[src/kcf_pkg.sv]
// Shared constants and types for the four-quadrant Kuwahara color filter.
// Holds register indexes, field widths, reset values and the queue status type.
// No dependencies.
package kcf_pkg;

    localparam int PIX_W        = 8;
    localparam int NCH          = 3;

    localparam int CFG_IDX_W    = 2;
    localparam int CFG_DATA_W   = 13;
    localparam int FW_W         = 12;
    localparam int FH_W         = 13;
    localparam int RAD_W        = 3;

    localparam logic [CFG_IDX_W-1:0] CFG_FRAME_WIDTH  = 2'd0;
    localparam logic [CFG_IDX_W-1:0] CFG_FRAME_HEIGHT = 2'd1;
    localparam logic [CFG_IDX_W-1:0] CFG_RADIUS       = 2'd2;

    localparam logic [FW_W-1:0]  FW_RESET  = 12'd640;
    localparam logic [FH_W-1:0]  FH_RESET  = 13'd480;
    localparam logic [RAD_W-1:0] RAD_RESET = 3'd3;

    localparam int HEIGHT_LIMIT = 4096;

    localparam int QDEPTH       = 4;
    localparam int QAW          = 2;
    localparam int QCW          = 3;

    typedef struct packed {
        logic [QCW-1:0] level;
        logic           busy;
    } t_q_status;

endpackage

[src/kcf_job_queue.sv]
// Short job queue between the filter front and back.
// Depends on kcf_pkg for depth and pointer widths.
module kcf_job_queue import kcf_pkg::*; #(
    parameter int JW = 16
) (
    input  logic          i_clk,
    input  logic          i_rst_n,
    input  logic          i_push,
    input  logic [JW-1:0] i_data,
    input  logic          i_pop,
    output logic          o_valid,
    output logic [JW-1:0] o_data,
    output logic [QCW-1:0] o_level
);

    logic [JW-1:0]  r_mem [QDEPTH];
    logic [QAW-1:0] r_wr_ptr;
    logic [QAW-1:0] r_rd_ptr;
    logic [QCW-1:0] r_level;

    always_ff @(posedge i_clk) begin
        if (i_push) begin
            r_mem[r_wr_ptr] <= i_data;
        end
    end

    always_ff @(posedge i_clk) begin
        if (!i_rst_n) begin
            r_wr_ptr <= '0;
            r_rd_ptr <= '0;
            r_level  <= '0;
        end else begin
            if (i_push) begin
                r_wr_ptr <= r_wr_ptr + QAW'(1);
            end
            if (i_pop) begin
                r_rd_ptr <= r_rd_ptr + QAW'(1);
            end
            case ({i_push, i_pop})
                2'b10:   r_level <= r_level + QCW'(1);
                2'b01:   r_level <= r_level - QCW'(1);
                default: r_level <= r_level;
            endcase
        end
    end

    assign o_valid = (r_level != '0);
    assign o_data  = r_mem[r_rd_ptr];
    assign o_level = r_level;

`ifndef SYNTHESIS
    a_level_bound: assert property (@(posedge i_clk) disable iff (!i_rst_n)
        r_level <= QCW'(QDEPTH)) else $error("queue level above depth");
    a_no_overflow: assert property (@(posedge i_clk) disable iff (!i_rst_n)
        i_push |-> r_level != QCW'(QDEPTH)) else $error("push into full queue");
    a_no_underflow: assert property (@(posedge i_clk) disable iff (!i_rst_n)
        i_pop |-> r_level != '0) else $error("pop from empty queue");
`endif

endmodule

[config.mk]
export PLATFORM = sky130hd
export DESIGN_NAME = kcf_job_queue
export DESIGN_NICKNAME = d
export VERILOG_FILES = /design/src/kcf_pkg.sv /design/src/kcf_job_queue.sv
export SDC_FILE = /design/constraint.sdc
export NUM_CORES = 1
export LEC_CHECK = 0
export BUFFER_PORTS_ARGS = -buffer_cell sky130_fd_sc_hd__buf_4
export CAP_MARGIN = 0
export CORE_UTILIZATION = 45
export CTS_CLUSTER_DIAMETER = 100
export DETAILED_ROUTE_END_ITERATION = 8
export PLACE_DENSITY = 0.66
export SLEW_MARGIN = 20
export SYNTH_ARGS = -nofsm -noshare
export SYNTH_HDL_FRONTEND = slang
export SYNTH_SLANG_ARGS = --single-unit
[constraint.sdc]
create_clock -name i_clk -period 2.4 [get_ports i_clk]
set_input_delay 0.48 -clock i_clk [delete_from_list [all_inputs] [get_ports i_clk]]
set_output_delay 0.48 -clock i_clk [all_outputs]
set_load 0.02 [all_outputs]
# Word level (Yosys, flattened, before mapping)

Memory sizes are Yosys's and may differ from the RTL's. A register that Yosys moved wholly into a read port is not among the register bits.
Index checks and enable logic that the tools add are counted.

Memories kept: 1
Bits of input ports: 20
Register bits: 7
Logic and storage cells: 17
Memory bits (writable): 64
Output and inout bits: 20

Memories:

| memory | depth | width | read ports | clocked after memory_dff | write ports | RTL line            | source |
|---|---|---|---|---|---|---|---|
| r_mem  | 4     | 16    | 1          | 1                        | 1           | kcf_job_queue.sv:16 | `logic [JW-1:0] r_mem [QDEPTH];` |

$add $sub $neg: 4
Equality and inequality tests: 2
Mux-type cells: 5
Reduce and logical (&&, ||, !) cells: 2

Operators with widths:

| cell                                                                | count |
|---|---|
| 3-bit case mux with 2 select lines                                  | 1 |
| 2-bit by 1-bit adder with 2-bit output (second input constant)      | 2 |
| 2-bit two-way mux                                                   | 2 |
| 3-bit by 1-bit adder with 3-bit output (second input constant)      | 1 |
| 3-bit nonzero test                                                  | 1 |
| 3-bit by 1-bit subtractor with 3-bit output (second input constant) | 1 |
| 2-bit by 1-bit == test with 1-bit output (second input constant)    | 1 |
| 2-bit == test (second input constant)                               | 1 |
| 1-bit two-way mux                                                   | 2 |
| 2-bit nonzero test                                                  | 1 |

# Longest topological paths before layout

Depth after elaboration: 3
Gate-level depth with buffers: 7
Mapped depth without buffers: 7

# Worst setup path before layout

No wires, ideal clock.

Path type: input to register
Start point: input i_push
End point: register r_level[2] (netlist: o_level[2])
Data required time: 2.324 ns
Path buffers: 0
Slack: 0.636 ns
Data arrival time: 1.689 ns
Library setup time: 0.076 ns
Stages on the path: 7
Path through: inv_1 > ha_1 > inv_1 > fa_1 > xor2_1 > or3_1 > a21boi_0

Cells in the longest elaborated chain, start to end: 2
Elaborated cells on any way between the ends: 4
Classes of those cells: eq/ne (2); mux (1); reduce/logical (1)

RTL lines:

| element                                                                   | RTL line            | source |
|---|---|---|
| start: declaration                                                        | kcf_job_queue.sv:8  | `input logic i_push,` |
| 2-bit by 1-bit == test with 1-bit output or 2-bit == test (tied branches) | kcf_job_queue.sv:39 | `case ({i_push, i_pop})` |
| 3-bit case mux with 2 select lines or 2-bit nonzero test (tied branches)  | -                   |  |
| end signal: assignment                                                    | kcf_job_queue.sv:40 | `2'b10: r_level <= r_level + QCW'(1);` |
| end signal: assignment                                                    | kcf_job_queue.sv:41 | `2'b01: r_level <= r_level - QCW'(1);` |
| end signal: assignment                                                    | kcf_job_queue.sv:42 | `default: r_level <= r_level;` |
| end: declaration                                                          | kcf_job_queue.sv:19 | `logic [QCW-1:0] r_level;` |

Parallel ways exist; a longest one is shown, timed or not.
A chain may end at the register's enable or synchronous reset.

==> results.yml <==
run_status:
  status: "finished clean"
yosys:
  synthMuxAreaShare_pct: 14.07
  syn-cell-area_um2: 2791
  syn_nets: 155
  synthXorXnorAreaFrac_pct: 1.569
  synth-seq-cells: 73
  seq_area_frac_synth_pct: 75.30
  synth_area_per_cell_um2: 21.64
  synth_compound_area_share_pct: 0.6275
  synthCells: 129
  synth_simple_gate_area_share_pct: 3.182
  synth_top_family_by_area: "multiplexers"
  synthAdderAreaFrac_pct: 2.958
  yosys_warnings: 0
  ys_types: 19
final_layout:
  multi_input_area_um2: 625.6
  fin_nets: 207
  n_antenna_cell: 0
  final_common_cell: "edfxtp_1"
  seq_area_um2: 2102
  postLayoutCoreUtil_pct: 56.20
  final_cell_mix: "64 x edfxtp_1, 45 x buf_4, 10 x mux4_2, 10 x and2_1, 10 x clkbuf_8"
  final_area_um2: 3347
  drive_above_1_share_pct: 36.02
  fill_cells: 475
  syn2layout_area_growth_pct: 19.90
  finalNonFillerCells: 261
critical_path:
  criticalPathCategory: "register to primary output"
  worst_r2r_path_depth: 5
  critical_path_required_ns: 1.92
  cp.arrival_ns: 1.72
  startpoint_type: "register"
  r2r_end: "o_level[2]$_SDFFE_PN0P_"
  end_kind: "primary output"
  r2r-start: "o_level[1]$_SDFFE_PN0P_"
  r2r_slack_ns: 0.81
  worst-path-max-fanout: 16
sta:
  skew_ns: 0.005433
  tightest_slew_ns: 0.4407
  final_hold_viol_count: 0
  finalCriticalPeriod_ns: 2.205
  rsz0062_at_grt: "no"
  finalWorstSetupSlack_ns: 0.1952
  slew_headroom_pct: 70.62
  max_freq_ghz: 0.4535
  drv_slew: 0
  hold_ws_ns: 0.3508
  final.period_utilization_pct: 91.87
  setup_tns_ns: 0
  finalSetupViolCount: 0
placed_design:
  place_ws_ns: 0.3824
  io_buffer_count: 39
  place_area_um2: 3182
  gp_congestion: 0.6815
  numPlacedInstances: 245
  hpwlAfterDp_um: 2951
power_and_ir_drop:
  combPwrFrac_pct: 14.1
  pwr_density_cell_nw_per_um2: 790.7
  switching_share_pct: 23.24
  leakagePower_nw: 1.196
  power.total_mw: 2.647
  p_sw_mw: 0.6151
  clkPwrFrac_pct: 30.1
  p_seq_share_pct: 55.7
  p_int_mw: 2.031
  peakVddDrop_mv: 0.3011
floorplanning:
  die_h_um: 80.76
  io_pins: 40
  die_area_um2: 6522
  die_w_um: 80.76
  initial_core_util_pct: 46.87
  coreArea_um2: 5956
  rows: 28
drt:
  routed_wl_um: 4468
  drt_pre_antenna_iters: 4
  via_per_inst: 5.023
  antenna_left: 0
  vias: 1311
  first_iter_violations: 69
  drc: 0
  wl_per_cell_um: 17.12
grt:
  grt_pass1_wl_um: 6624
  antenna_found_initial: 0
  grt-ovfl-total: 0
  grt_use_total_pct: 14.84
  grt_pass1_vias: 1373
  grt_max_degree: 17
clock_tree:
  cts_tree: "yes"
  cts_buffer_depth: 2
  root_buffer: "clkbuf_8"
  clock_latency_ns: 0.33
  h-tree-depth: 3
  path_clk_slew_ns: 0.07
  cts-resized-gates: 0
  cts.sinks: 73
  hold_buffers: 0
  cts_setup_buffers: 0
  cts_buffers: 9
hold_path:
  whs_path_depth: 1
  hp-class: "primary input to register"
  whs_endpoint: "r_mem[0][11]$_DFFE_PP_"
  worstHoldStart: "i_data[11]"
run:
  cap_violations: 0
-- worst max-delay path by stage --
stage              from                      end  slack (ns)  depth (start not counted)
4_1_cts        register               o_data[10]        0.16                          3
6_report       register               o_data[10]        0.20                          3
3_5_place_dp     i_push  o_level[2]$_SDFFE_PN0P_        0.38                          8
3_3_place_gp     i_push  o_level[2]$_SDFFE_PN0P_        0.46                          8
5_1_grt        register               o_data[10]        0.12                          3
2_1_floorplan    i_push  o_level[2]$_SDFFE_PN0P_        0.64                          7
-- worst max-delay path, cell delays in order (launching register included) --
cell     delay, ns
dfxtp_1       0.31
buf_4         0.31
mux4_1        0.61
buf_4         0.18
-- routing by layer --
layer	vias up	share of wire, %	GRT usage, %
met4	0	1.6	7.500
li1	618	-	-
met2	28	53	26.27
met3	9	4.3	3.820
met5	-	0	0
met1	656	41	16.55
-- flip-flops by register name, indices dropped and copies added (netlist names), named ones only --
signal	flops
r_wr_ptr	2
r_rd_ptr	2
o_level	3
r_mem	64
-- synthesized netlist by cell type, drive strengths merged --
cell     n  area share (%)
a21boi   1            0.27
and2    10             2.2
buf      4             1.5
dfxtp    9             6.5
edfxtp  64              69
fa       1            0.72
ha       5             2.2
inv      6            0.81
mux2i    1            0.36
mux4    16              14
nand2    2            0.27
nor2b    1            0.22
o21ai    2            0.36
or3      2            0.45
xnor2    2            0.63
xor2     3            0.94
-- power by group through the flow --
stage	Combinational (mW)	Clock [mW]	Sequential (mW)
final	0.374	0.797	1.48
after global routing	0.404	0.872	1.48
after global placement	0.370	0	1.50
after floorplan	0.223	0	1.50
after detailed placement	0.382	0	1.50
after CTS	0.383	0.823	1.48
-- cells by family after synthesis --
logic type | count (synthesis)
multiplexers | 17
adder cells (fa/ha/maj) | 6
flip-flops | 73
AO/OA/AOI/OAI | 3
AND/OR/NAND/NOR | 15
XOR/XNOR | 5
buffers and inverters | 10
-- cell type report --
| class | count | share of cell area (%) |
|---|---|---|
| clock buffer | 13 | 4.449 |
| clock inverter | 3 | 0.4860 |
| inverter | 6 | 0.6729 |
| multi-input combinational | 46 | 18.69 |
| sequential | 73 | 62.80 |
| tap | 75 | 2.804 |
| timing repair buffer | 45 | 10.09 |
No activity file was read; power rests on OpenSTA's default activity.
