`config.mk`:
```
export PLATFORM = sky130hd
export DESIGN_NAME = kcf_front
export DESIGN_NICKNAME = d
export VERILOG_FILES = /design/src/kcf_pkg.sv /design/src/kcf_front.sv
export SDC_FILE = /design/constraint.sdc
export NUM_CORES = 1
export LEC_CHECK = 0
export ABC_CLOCK_PERIOD_IN_PS = 8200
export BUFFER_PORTS_ARGS = -buffer_cell sky130_fd_sc_hd__buf_2
export CAP_MARGIN = 10
export CORE_MARGIN = 10
export CORE_UTILIZATION = 55
export CTS_CLUSTER_SIZE = 30
export DETAILED_ROUTE_END_ITERATION = 7
export GPL_TIMING_DRIVEN = 0
export PLACE_DENSITY = 0.75
export SLEW_MARGIN = 20
export SYNTH_ARGS = -nofsm -noshare
export SYNTH_HDL_FRONTEND = slang
export SYNTH_SLANG_ARGS = --single-unit
```
`constraint.sdc`:
```
create_clock -name i_clk -period 8.2 [get_ports i_clk]
set_input_delay 0.82 -clock i_clk [delete_from_list [all_inputs] [get_ports i_clk]]
set_output_delay 0.82 -clock i_clk [all_outputs]
set_load 0.05 [all_outputs]
```
`src/kcf_pkg.sv`:
```
// Shared constants and types for the four-quadrant Kuwahara color filter.
// Holds register indexes, field widths, reset values and the queue status type.
// No dependencies.
package kcf_pkg;

    localparam int PIX_W        = 8;
    localparam int NCH          = 3;

    localparam int CFG_IDX_W    = 2;
    localparam int CFG_DATA_W   = 13;
    localparam int FW_W         = 12;
    localparam int FH_W         = 13;
    localparam int RAD_W        = 3;

    localparam logic [CFG_IDX_W-1:0] CFG_FRAME_WIDTH  = 2'd0;
    localparam logic [CFG_IDX_W-1:0] CFG_FRAME_HEIGHT = 2'd1;
    localparam logic [CFG_IDX_W-1:0] CFG_RADIUS       = 2'd2;

    localparam logic [FW_W-1:0]  FW_RESET  = 12'd640;
    localparam logic [FH_W-1:0]  FH_RESET  = 13'd480;
    localparam logic [RAD_W-1:0] RAD_RESET = 3'd3;

    localparam int HEIGHT_LIMIT = 4096;

    localparam int QDEPTH       = 4;
    localparam int QAW          = 2;
    localparam int QCW          = 3;

    typedef struct packed {
        logic [QCW-1:0] level;
        logic           busy;
    } t_q_status;

endpackage

```
`src/kcf_front.sv`:
```
// Front of the Kuwahara filter: config registers, input and output position
// counters, line store writes and classification of each due result.
// Depends on kcf_pkg.
module kcf_front import kcf_pkg::*; #(
    parameter  int MAX_WIDTH  = 2048,
    parameter  int MAX_RADIUS = 4,
    localparam int WW    = $clog2(MAX_WIDTH + 1),
    localparam int CLW   = $clog2(MAX_WIDTH),
    localparam int RW    = $clog2(MAX_RADIUS + 1),
    localparam int SLOTS = 2 * MAX_RADIUS + 1,
    localparam int SLW   = $clog2(SLOTS),
    localparam int AW    = $clog2(SLOTS * MAX_WIDTH),
    localparam int JW    = 2 + SLW + CLW
) (
    input  logic                  i_clk,
    input  logic                  i_rst_n,
    input  logic                  i_valid,
    output logic                  o_stall,
    input  logic [PIX_W-1:0]      i_blue_in,
    input  logic [PIX_W-1:0]      i_green_in,
    input  logic [PIX_W-1:0]      i_red_in,
    input  logic                  i_flush,
    input  logic                  i_cfg_we,
    input  logic [CFG_IDX_W-1:0]  i_cfg_idx,
    input  logic [CFG_DATA_W-1:0] i_cfg_data,
    input  t_q_status             i_status,
    output logic                  o_wr_en,
    output logic [AW-1:0]         o_wr_addr,
    output logic [3*PIX_W-1:0]    o_wr_data,
    output logic                  o_push,
    output logic [JW-1:0]         o_job,
    output logic [RW-1:0]         o_radius
);

    localparam int LAG_MAX = MAX_RADIUS * MAX_WIDTH + MAX_RADIUS;
    localparam int DW      = $clog2(LAG_MAX + 1);

    logic [FW_W-1:0]  r_width;
    logic [FH_W-1:0]  r_height;
    logic [RAD_W-1:0] r_radius;
    logic [CLW-1:0]   r_in_col;
    logic [CLW-1:0]   r_out_col;
    logic [FH_W-1:0]  r_in_row;
    logic [FH_W-1:0]  r_out_row;
    logic [SLW-1:0]   r_in_slot;
    logic [SLW-1:0]   r_out_slot;
    logic [DW-1:0]    r_diff;

    logic [WW-1:0]    w_eff;
    logic [FH_W-1:0]  h_eff;
    logic [RW-1:0]    rad_eff;
    logic [DW-1:0]    lag;
    logic             in_active;
    logic             ignore;
    logic             will_emit;
    logic [QCW-1:0]   pending;
    logic             accept;
    logic             step;
    logic             emit;
    logic             cfg_hit;
    logic             in_last_col;
    logic             out_last_col;
    logic             is_pass;
    logic             is_done;

    always_comb begin
        if (r_width == '0) begin
            w_eff = WW'(1);
        end else if (32'(r_width) > 32'(MAX_WIDTH)) begin
            w_eff = WW'(MAX_WIDTH);
        end else begin
            w_eff = WW'(r_width);
        end
        if (r_height == '0) begin
            h_eff = FH_W'(1);
        end else if (32'(r_height) > 32'(HEIGHT_LIMIT)) begin
            h_eff = FH_W'(HEIGHT_LIMIT);
        end else begin
            h_eff = r_height;
        end
        if (32'(r_radius) > 32'(MAX_RADIUS)) begin
            rad_eff = RW'(MAX_RADIUS);
        end else begin
            rad_eff = RW'(r_radius);
        end
        lag = DW'(32'(rad_eff) * 32'(w_eff) + 32'(rad_eff));
    end

    assign in_active = (r_in_row < h_eff);
    assign ignore    = in_active && i_flush;
    assign will_emit = !ignore && (r_diff >= lag);
    assign pending   = i_status.level + QCW'(i_status.busy);
    assign o_stall   = (i_status.level == QCW'(QDEPTH))
                    || ((pending != '0)
                        && (!will_emit
                            || ((r_in_row == '0) && (r_in_col == '0))
                            || (32'(pending) + 32'd2 * 32'(lag)
                                >= 32'(SLOTS) * 32'(w_eff))));
    assign accept    = i_valid && !o_stall;
    assign step      = accept && !ignore;
    assign emit      = step && will_emit;
    assign cfg_hit   = i_cfg_we
                    && (i_cfg_idx inside {CFG_FRAME_WIDTH, CFG_FRAME_HEIGHT, CFG_RADIUS});

    assign in_last_col  = (32'(r_in_col) + 32'd1 >= 32'(w_eff));
    assign out_last_col = (32'(r_out_col) + 32'd1 >= 32'(w_eff));

    assign is_pass = (32'(r_out_row) < 32'(rad_eff))
                  || (32'(r_out_row) + 32'(rad_eff) >= 32'(h_eff))
                  || (32'(r_out_col) < 32'(rad_eff))
                  || (32'(r_out_col) + 32'(rad_eff) >= 32'(w_eff));
    assign is_done = (32'(r_out_row) + 32'd1 == 32'(h_eff)) && out_last_col;

    assign o_wr_en   = accept && in_active && !i_flush;
    assign o_wr_addr = AW'(32'(r_in_slot) * 32'(MAX_WIDTH) + 32'(r_in_col));
    assign o_wr_data = {i_red_in, i_green_in, i_blue_in};
    assign o_push    = emit;
    assign o_job     = {is_pass, is_done, r_out_slot, r_out_col};
    assign o_radius  = rad_eff;

    always_ff @(posedge i_clk) begin
        if (!i_rst_n) begin
            r_width    <= FW_RESET;
            r_height   <= FH_RESET;
            r_radius   <= RAD_RESET;
            r_in_col   <= '0;
            r_in_row   <= '0;
            r_in_slot  <= '0;
            r_out_col  <= '0;
            r_out_row  <= '0;
            r_out_slot <= '0;
            r_diff     <= '0;
        end else if (cfg_hit) begin
            case (i_cfg_idx)
                CFG_FRAME_WIDTH:  r_width  <= i_cfg_data[FW_W-1:0];
                CFG_FRAME_HEIGHT: r_height <= i_cfg_data[FH_W-1:0];
                CFG_RADIUS:       r_radius <= i_cfg_data[RAD_W-1:0];
                default:          r_width  <= r_width;
            endcase
            r_in_col   <= '0;
            r_in_row   <= '0;
            r_in_slot  <= '0;
            r_out_col  <= '0;
            r_out_row  <= '0;
            r_out_slot <= '0;
            r_diff     <= '0;
        end else if (step) begin
            if (emit && is_done) begin
                r_in_col   <= '0;
                r_in_row   <= '0;
                r_in_slot  <= '0;
                r_out_col  <= '0;
                r_out_row  <= '0;
                r_out_slot <= '0;
                r_diff     <= '0;
            end else begin
                if (in_last_col) begin
                    r_in_col  <= '0;
                    r_in_row  <= r_in_row + FH_W'(1);
                    r_in_slot <= (r_in_slot == SLW'(SLOTS - 1)) ? '0 : r_in_slot + SLW'(1);
                end else begin
                    r_in_col <= r_in_col + CLW'(1);
                end
                if (emit) begin
                    if (out_last_col) begin
                        r_out_col  <= '0;
                        r_out_row  <= r_out_row + FH_W'(1);
                        r_out_slot <= (r_out_slot == SLW'(SLOTS - 1)) ? '0
                                    : r_out_slot + SLW'(1);
                    end else begin
                        r_out_col <= r_out_col + CLW'(1);
                    end
                end else begin
                    r_diff <= r_diff + DW'(1);
                end
            end
        end
    end

`ifndef SYNTHESIS
    a_diff_bound: assert property (@(posedge i_clk) disable iff (!i_rst_n)
        r_diff <= lag) else $error("input lead exceeds lag");
    a_out_behind_in: assert property (@(posedge i_clk) disable iff (!i_rst_n)
        r_out_row <= r_in_row) else $error("output row ahead of input row");
    a_push_on_accept: assert property (@(posedge i_clk) disable iff (!i_rst_n)
        o_push |-> (i_valid && !o_stall && !o_wr_en) || (i_valid && !o_stall && in_active)
        || (i_valid && !o_stall)) else $error("job pushed without an accepted word");
`endif

endmodule

```
Word level (Yosys, flattened, before mapping)
Index checks and enable logic that the tools add are counted.

Register bits: 98. Input bits: 48. Output and inout port bits: 62.

$add $sub $neg: 16. $mul: 2. Order comparisons: 12. Equality and inequality tests: 7. Mux-type cells: 24. Bitwise operators: 1. Reductions and logical operators: 40.

Operators by type and width (number): $mux W13 (7); $mux W11 (5); $ge A12 B12 Y1 (3); $mux W14 (2); $mux W4 (7); $add A13 B1 Y13 const B (2); $logic_not A13 Y1 (2); $add A11 B1 Y12 const B (2); $mux W12 (2); $add A11 B1 Y11 const B (2); $add A3 B15 Y16 (1); $ge A16 B16 Y1 (1); $mul A4 B12 Y16 const A (1); $add A15 B11 Y15 (1); $add A13 B1 Y14 const B (1); $add A13 B3 Y14 (1); $add A14 B1 Y14 const B (1); $add A14 B3 Y14 (1); $eq A14 B13 Y1 (1); $ge A14 B13 Y1 (1); $ge A14 B14 Y1 (1); $mul A3 B12 Y14 (1); $gt A13 B13 Y1 const B (1); $lt A13 B13 Y1 (1); 25 further kinds (54).

Logic depth before layout (Yosys ltp)
Gate-level depths: netlist (run 1).

Depth after elaboration: 19. Mapped depth: 31. Gate-level depth less buffers: 27.

Worst setup path before layout (run 1)
OpenSTA, ideal clock, no wires.

Path kind: flip-flop to output port. Start point: register r_radius[2]. End point: output o_wr_en. Arrival time: 7.359 ns. Slack: 0.021 ns. Stages on the path, launching flop included: 26. Buffers on the path: 1. Cells stage by stage: dfxtp_1 > clkbuf_1 > inv_2 > nand2_1 > inv_1 > nand2_1 > fa_1 > fa_1 > inv_1 > fa_1 > a21oi_1 > o22ai_1 > or2_2 > a21o_1 > a21oi_1 > xnor2_1 > nand4_1 > nor3_1 > xor2_1 > ha_1 > and4_1 > a2111oi_0 > nand2_1 > a221oi_1 > o21ai_0 > nor2_1.

Longest elaborated chain between the ends: 15. Elaborated cells on any way between the ends: 17.

RTL lines: from (decl) (line kcf_front.sv:40) `logic [RAD_W-1:0] r_radius;`; from (signal assigned) (line kcf_front.sv:137) `CFG_RADIUS: r_radius <= i_cfg_data[RAD_W-1:0];`; $gt A3 B3 Y1 (*) (line kcf_front.sv:81) `if (32'(r_radius) > 32'(MAX_RADIUS)) begin`; $mux W3 (*) (line kcf_front.sv:81); net o_radius[1] (line kcf_front.sv:32) `output logic [RW-1:0] o_radius`; $mul A3 B12 Y14 (line kcf_front.sv:86) `lag = DW'(32'(rad_eff) * 32'(w_eff) + 32'(rad_eff));`; $add A14 B3 Y14 (*) (line kcf_front.sv:86); branches (longest 4 deep; another with $add A3 B15 Y16); $logic_or A1 B1 Y1 (*) (line kcf_front.sv:97) `|| (32'(pending) + 32'd2 * 32'(lag)`; $logic_and A1 B1 Y1 (*) (line kcf_front.sv:95) `&& (!will_emit`; $logic_or A1 B1 Y1 (*) (line kcf_front.sv:94) `|| ((pending != '0)`; net o_stall (line kcf_front.sv:18) `output logic o_stall,`; $logic_not A1 Y1 (*) (line kcf_front.sv:99) `assign accept = i_valid && !o_stall;`; $logic_and A1 B1 Y1 (*) (line kcf_front.sv:99); $logic_and A1 B1 Y1 (*) (2 in a row) (line kcf_front.sv:114) `assign o_wr_en = accept && in_active && !i_flush;`; to (decl) (line kcf_front.sv:27) `output logic o_wr_en,`.

Mark *: on every way through the listed nets, which the timed path passes.

Final worst setup path (run 1)
Start point: register r_radius[2]. End point: output o_push.

Longest elaborated chain between the ends: 15. Elaborated cells on any way between the ends: 17.

RTL lines: $gt A3 B3 Y1 (line kcf_front.sv:81); $mux W3 (*) (line kcf_front.sv:81); $mul A3 B12 Y14 (line kcf_front.sv:86); $add A14 B3 Y14 (*) (line kcf_front.sv:86); branches (longest 10 deep; another with $add A3 B15 Y16); $logic_and A1 B1 Y1 (*) (line kcf_front.sv:101) `assign emit = step && will_emit;`; to (decl) (line kcf_front.sv:30) `output logic o_push,`.

Every way passes the cells marked *.

==> impl_results.md, run 1 <==
- Compound-cell area share of the yosys netlist: 18.1%
- # nets final: between 1,500 and 2,000
- Clock Tree Buf Depth: 2
- Inserted Clock Buffers: 9
- CP bufs+invs: 6
- Synth-to-layout area growth: 11.1%
- Synth Area in XOR/XNOR: 8.24%
- Die H: about 160 um
- Peak fanout along the critical path: 11
- Width of the die: 158 um
- Ys Warns: 0
- Post-Syn Instances: about 1,300
- Max Clock Skew: 0.0125 ns
- Hold Crit Endpoint: r_height[9]$_SDFFE_PN0P_
- Final ANT Viol Nets: 0
- Min cycle time layout: a little under 8 ns
- DP HPWL: about 24,000 um
- Status: finished clean
- Placed Area: between 10,000 and 15,000 um^2
- Max-cap violations: 0
- Grt ovf: 0
- Leak: 5.26 nW
- Most Crowded Layer GR: met2
- Least-Margin Pin Slew: 1.20 ns
- Post-synth EDFFs: 0
- Area contributors post-synth: ha_1, dfxtp_1, nand2_1
- Rows: 50
- Mapped Avg Cell Area: a little under 8 um^2
- Seq/Total Area, Yosys: a little under a fifth
- Top Ports: 110
- Final period util: 95.1%
- Vias in the first global route: about 9,400
- Met3 usage: under 10%
- Crit path required time: roughly 7.4 ns
- Total Wirelength: 30,000 um
- Synth unique cells: 84
- Initial antenna violation count: 0
- Syn nets: ~1,500
- Final hold vios: 0
- Crit path launch type: flip-flop
- Slowest cell on the critical path: fa_1
- # setup viols final: 0
- Setup crit start: r_radius[2]$_SDFFE_PN0P_
- Adder-Cell Fraction of Synth Area: roughly 22%
- Register bit total from synthesis: 98
- Main combinational cell family by area after synthesis: simple AND/OR/NAND/NOR gates
- DRT iter0 DRCs: 679
- R2R Setup Slk: just over 0.6 ns
- Post-Route Setup TNS: 0 ns
- Mapped cell area: 10,400 um^2
- Share of post-route cells with drive strength above 1: 13.7%
- CTS sink count: 98
- CTS clk-pin slew, worst paths: 0.07 ns
- Asr flop ratio synth: 0%
- Worst path top cell family by delay: simple AND/OR/NAND/NOR gates
- Reg2reg end: r_out_row[11]$_SDFFE_PP0P_
- Initial cell density of the core: 55.7%
- CP max stage delay: between 0.5 and 0.6 ns
- R2R depth: 28
- RePlAce Congestion: about 0.98
- Drt drc: 0
- Fin. max-slew vios: 0
- Total GRT Usage: a little under a quarter
- Mux contribution to synthesized area: less than 1%
- IO buf count: 85
- Reg2reg start: r_radius[2]$_SDFFE_PN0P_
- Largest area contributor in the netlist: ha_1
- Power per cell area: about 110 nW/um^2
- Max VDD drop: roughly 100 uV
- CTS H-Tree Depth: 3
- Die area: roughly 25,000 um^2
- CTS tree: built
- Cell types with the highest counts after synthesis: nand2_1, ha_1, dfxtp_1
- M2 GR Usage: roughly two fifths
- Core ar.: roughly 19,000 um^2
- Clk root buf: clkbuf_16
- Post-synth top area share: about a fifth
- DRT Pass-1 Iters: 5
- Crit path arrival time: 6.97 ns
- Hold WS: between 0.4 and 0.5 ns
- Crit path kind: reg2out
- Worst-skew pair later-pin latency: roughly 0.36 ns
- CP endpoint kind: output port
- Hold depth: 2
- Via/cell ratio: 5.91
- Largest net degree at the start of global routing: 17
- # hold bufs at CTS: 0
- WL per Instance: between 15 and 20 um
- First-pass GRT wire length: approximately 47,000 um
- Top-count cell post-synth: nand2_1
- Number of diodes: 0
- Final instance area: ~12,000 um^2
- Synth Flop Type: dfxtp_1
- Tot Pwr: around 1.3 mW
- Hold wc startpoint: r_height[9]$_SDFFE_PN0P_
- Max Freq: around 130 MHz
- Simple-Gate Fraction of Synth Area: between 20% and 30%
- Global Route met1 Usage: roughly 30%
- Vias: ~9,800
- Worst hold path class: reg2reg
- Slew headroom: between 10% and 20%
## cell usage in the layout, fill, tap and decap left out, types with 6 or more instances in the layout
cell,netlist,layout
nand2_1,166,163
ha_1,159,159
buf_2,14,99
dfxtp_1,98,98
inv_1,87,85
nor2_1,78,76
xnor2_1,60,60
a21oi_1,57,57
nand3_1,55,55
o21ai_0,46,46
buf_4,27,34
xor2_1,33,33
nor3_1,31,31
clkbuf_1,30,30
nand4_1,28,28
a21o_1,25,25
nor2b_1,22,22
a21boi_0,21,21
or3_1,19,19
a22o_1,18,18
nor4_1,17,17
fa_1,16,16
and3_1,15,15
nand2b_1,14,14
o31ai_1,12,12
or4_1,10,10
clkbuf_16,0,9
or2_2,8,8
a32o_1,8,8
and2_1,7,7
a211oi_1,7,7
a31oi_1,7,7
o211ai_1,7,7
mux2i_1,6,6
o21a_1,6,6
o21bai_1,6,6
o21ai_1,6,6
## stage by stage
step / worst slack (ns) / std cells / utilization, %
finish: 0.406 / 1655 / 61.9
global route: -0.0687 / 1655 / 61.9
CTS: 0.0186 / 1650 / 61.6
detailed placement: -0.343 / 1633 / 59.6
global placement: -0.315 / 1633 / 59.6
floorplan: 0.0208 / 1314 / -
## layer usage
metal  share of wire [%]  routed length (um)  up-vias
met5                   0                   0        -
met2                  48               14500      254
met4                 3.1                 943        0
met3                 4.8                1450       59
li1                    -                   -     4863
met1                  44               13100     4612
## worst min-delay path, cell delays in order, from the launching register on
cell      delay [ns]
dfxtp_1         0.32
nand2_1         0.05
a21boi_0        0.07
## logic make-up (layout without fill, tap and decap cells)
group | after synthesis | count (layout)
AO/OA/AOI/OAI | 272 | 272
XOR/XNOR | 95 | 95
flip-flops | 98 | 98
other | 1 | 1
AND/OR/NAND/NOR | 496 | 496
buffers and inverters | 166 | 273
adder cells (fa/ha/maj) | 177 | 177
multiplexers | 9 | 9
## area by class of cell
cell class / instances / area [um^2]
clock inverters: 6 / 113
inverters: 88 / 338
well taps: 234 / 293
flip-flops and latches: 98 / 1960
multi-input cells: 1050 / 7730
fillers: 1704 / 7120
repair buffers: 91 / 473
clock buffers: 10 / 229
plain buffers: 78 / 443
## timing repair
item | CTS | global route
pin swaps | 0 | 1
setup endpoints to repair | 9 | 48
resized for setup | 10 | 6
setup buffers | 1 | 5
## sequential cells by signal (all words and copies together), names as in the netlist
name,cells
r_diff,14
r_height,13
r_in_col,11
r_in_row,13
r_in_slot,4
r_out_col,11
r_out_row,13
r_out_slot,4
r_radius,3
r_width,12
## report_power, final
part / switching (mW) / internal (mW)
logic: 0.198 / 0.121
clock network: 0.199 / 0.300
registers: 0.00564 / 0.481
total: 0.403 / 0.901
## worst max path at each step
stage                     endpoint  slack, ns  cells past startpoint
final                       o_push       0.41                     27
after global routing        o_push      -0.07                     27
after CTS                   o_push       0.02                     27
after detailed placement    o_push      -0.34                     26
after global placement      o_push      -0.31                     26
after floorplan            o_wr_en       0.02                     25
No activity file was read; power rests on OpenSTA's default activity.
==> inputs of run 2 (changes only) <==
--- a/config.mk
+++ b/config.mk
@@ -5,15 +5,14 @@
 export SDC_FILE = /design/constraint.sdc
 export NUM_CORES = 1
 export LEC_CHECK = 0
-export ABC_CLOCK_PERIOD_IN_PS = 8200
+export ABC_CLOCK_PERIOD_IN_PS = 9650
 export BUFFER_PORTS_ARGS = -buffer_cell sky130_fd_sc_hd__buf_2
 export CAP_MARGIN = 10
 export CORE_MARGIN = 10
-export CORE_UTILIZATION = 55
+export CORE_UTILIZATION = 41
 export CTS_CLUSTER_SIZE = 30
 export DETAILED_ROUTE_END_ITERATION = 7
 export GPL_TIMING_DRIVEN = 0
-export PLACE_DENSITY = 0.75
 export SLEW_MARGIN = 20
 export SYNTH_ARGS = -nofsm -noshare
 export SYNTH_HDL_FRONTEND = slang
==> constraint.sdc (replaced) <==
create_clock -name i_clk -period 9.65 [get_ports i_clk]
set_input_delay 0.965 -clock i_clk [delete_from_list [all_inputs] [get_ports i_clk]]
set_output_delay 0.965 -clock i_clk [all_outputs]
set_load 0.05 [all_outputs]
==> run 2 against run 1 <==
Against the previous run:
- die area rose by 30%
- wire length rose by 3.9%
- clock power fell by 22%
- setup slack improved by 0.24 ns
- core utilization fell by 16 points
- cell count rose by 5.4%
- global-route usage fell by 5.3 points
- total power fell by 18%
- non-clock buffer count fell by 6
- final area did not move
- via count fell by 2.5%
- sequential cell count did not move
- largest power group is now registers
- highest routed layer unchanged
==> impl_results.md, run 2 (same netlist as run 1, synthesis figures left out) <==
- Die H: ~180 um
- CTS clk-pin slew, worst paths: 0.06 ns
- Peak fanout along the critical path: 11
- Leak: around 5.2 nW
- IO buf count: 85
- Unrepaired setup endpoints after global routing: false
- CTS tree: built
- Crit path launch type: flip-flop
- Core ar.: approximately 25,000 um^2
- Fin util: a little under half
- WL per Instance: 17.9 um
- Crit path kind: reg2out
- Final period util: 93.3%
- Total GRT Usage: 18.4%
- DRT iter0 DRCs: 676
- Largest Register: r_diff
- Crit path arrival time: between 8 and 9 ns
- # nets final: 1,633
- Post-Route Setup TNS: 0 ns
- Final hold vios: 0
- Fin. max-slew vios: 0
- Initial cell density of the core: approximately two fifths
- Min cycle time layout: 9.01 ns
- Power per cell area: between 90 and 100 nW/um^2
- Most common cell after layout, fill and taps aside: nand2_1
- Slew headroom: a little over a quarter
- Grt ovf: 0
- Die area: 32,200 um^2
- Clock Tree Buf Depth: 2
- Worst-skew pair later-pin latency: 0.36 ns
- Max-cap violations: 0
- R2R depth: 29
- R2R Setup Slk: ~1.3 ns
- Share of post-route cells with drive strength above 1: between 10 and 15%
- Max Clock Skew: 0.0130 ns
- # setup viols final: 0
- Status: finished clean
- Width of the die: about 180 um
- Final worst-path setup slack: around 0.64 ns
- CTS H-Tree Depth: 3
- Commonest non-fill, non-tap cells in the layout: nand2_1, ha_1, buf_2
- Vias: 9,544
- DRT Pass-1 Iters: 5
- Most Crowded Layer GR: met2
- RePlAce Congestion: about 0.96
- Clk root buf: clkbuf_16
- Tot Pwr: about 1.1 mW
- Crit path required time: 8.69 ns
- Top Ports: between 100 and 150
- Number of diodes: 0
- Initial antenna violation count: 0
- First-pass GRT wire length: roughly 50,000 um
- Vias in the first global route: approximately 9,000
- M2 GR Usage: between 30% and 40%
- Total Wirelength: just over 30,000 um
- Met3 usage: under 10%
- Via/cell ratio: 5.47
- Rows: 58
- Global Route met1 Usage: between 20% and 30%
- Hold depth: 2
- Drt drc: 0
- Largest register FFs: 14
- Least-Margin Pin Slew: around 1.1 ns
- Dpl ws: slightly above 0.8 ns
- DP HPWL: ~25,000 um
- Largest net degree at the start of global routing: 18
- Final ANT Viol Nets: 0
- CTS sink count: 98
- Inserted Clock Buffers: 9
- Synth-to-layout area growth: 11.1%
- CP endpoint kind: output port
- Max VDD drop: 70.4 uV
- Worst hold path class: reg2reg
- Max Freq: between 100 and 150 MHz
-- run 2: final timing paths --
path | start | to
setup / recovery | r_radius[2]$_SDFFE_PN0P_ | o_push
hold reg to reg | r_radius[1]$_SDFFE_PN1P_ | r_radius[1]$_SDFFE_PN1P_
setup reg to reg | r_radius[2]$_SDFFE_PN0P_ | r_out_slot[3]$_SDFFE_PP0P_
hold / removal | r_radius[1]$_SDFFE_PN1P_ | r_radius[1]$_SDFFE_PN1P_
-- run 2: stage by stage --
stage	instances	instance area, um^2	hold WS [ns]
finish	1745	11600	0.484
global route	1745	11600	0.502
CTS	1745	11600	0.486
floorplan	1314	10400	0.443
detailed placement	1729	11300	0.474
global placement	1729	11300	0.465
-- run 2: report_power, final --
part | switching (mW) | internal (mW) | leakage [nW]
Sequential | 0.00461 | 0.408 | 0.792
Clock | 0.176 | 0.212 | 0.147
Combinational | 0.167 | 0.100 | 4.27
Total | 0.348 | 0.720 | 5.21
-- run 2: critical path, cell delays in order, from the launching register on --
cell and delay [ns]:
dfxtp_1 0.37, clkbuf_1 0.43, inv_2 0.22, nand2_1 0.39
inv_1 0.34, nand2_1 0.17, fa_1 0.45, fa_1 0.51
inv_1 0.07, fa_1 0.45, a21oi_1 0.21, o22ai_1 0.17
or2_2 0.33, a21o_1 0.18, a21oi_1 0.16, xnor2_1 0.24
inv_1 0.12, nor4_1 0.28, xnor2_1 0.12, ha_1 0.32
a21oi_1 0.13, o21ai_0 0.13, a2111oi_1 0.51, nand2_1 0.15
a221o_1 0.38, buf_6 0.16, nor2_2 0.32, buf_2 0.35
-- run 2: routing by layer --
layer  vias up  part of all wire [%]
met1      4455                    45
met5         -                     0
met4         0                   1.9
met2       194                    49
li1       4860                     -
met3        35                   3.8
-- run 2: timing repair --
item                       CTS  global route
hold buffers                 0             0
setup endpoints to repair    0             1
setup buffers                0             0
gates resized for setup      0             2
-- run 2: area by class of cell --
cell class	count	area, um^2
fill	2571	13500
multi-input combinational	1050	7700
sequential	98	1960
buffer	78	442
timing repair buffer	85	425
tap	330	413
inverter	88	330
clock buffer	10	239
clock inverter	6	73.8
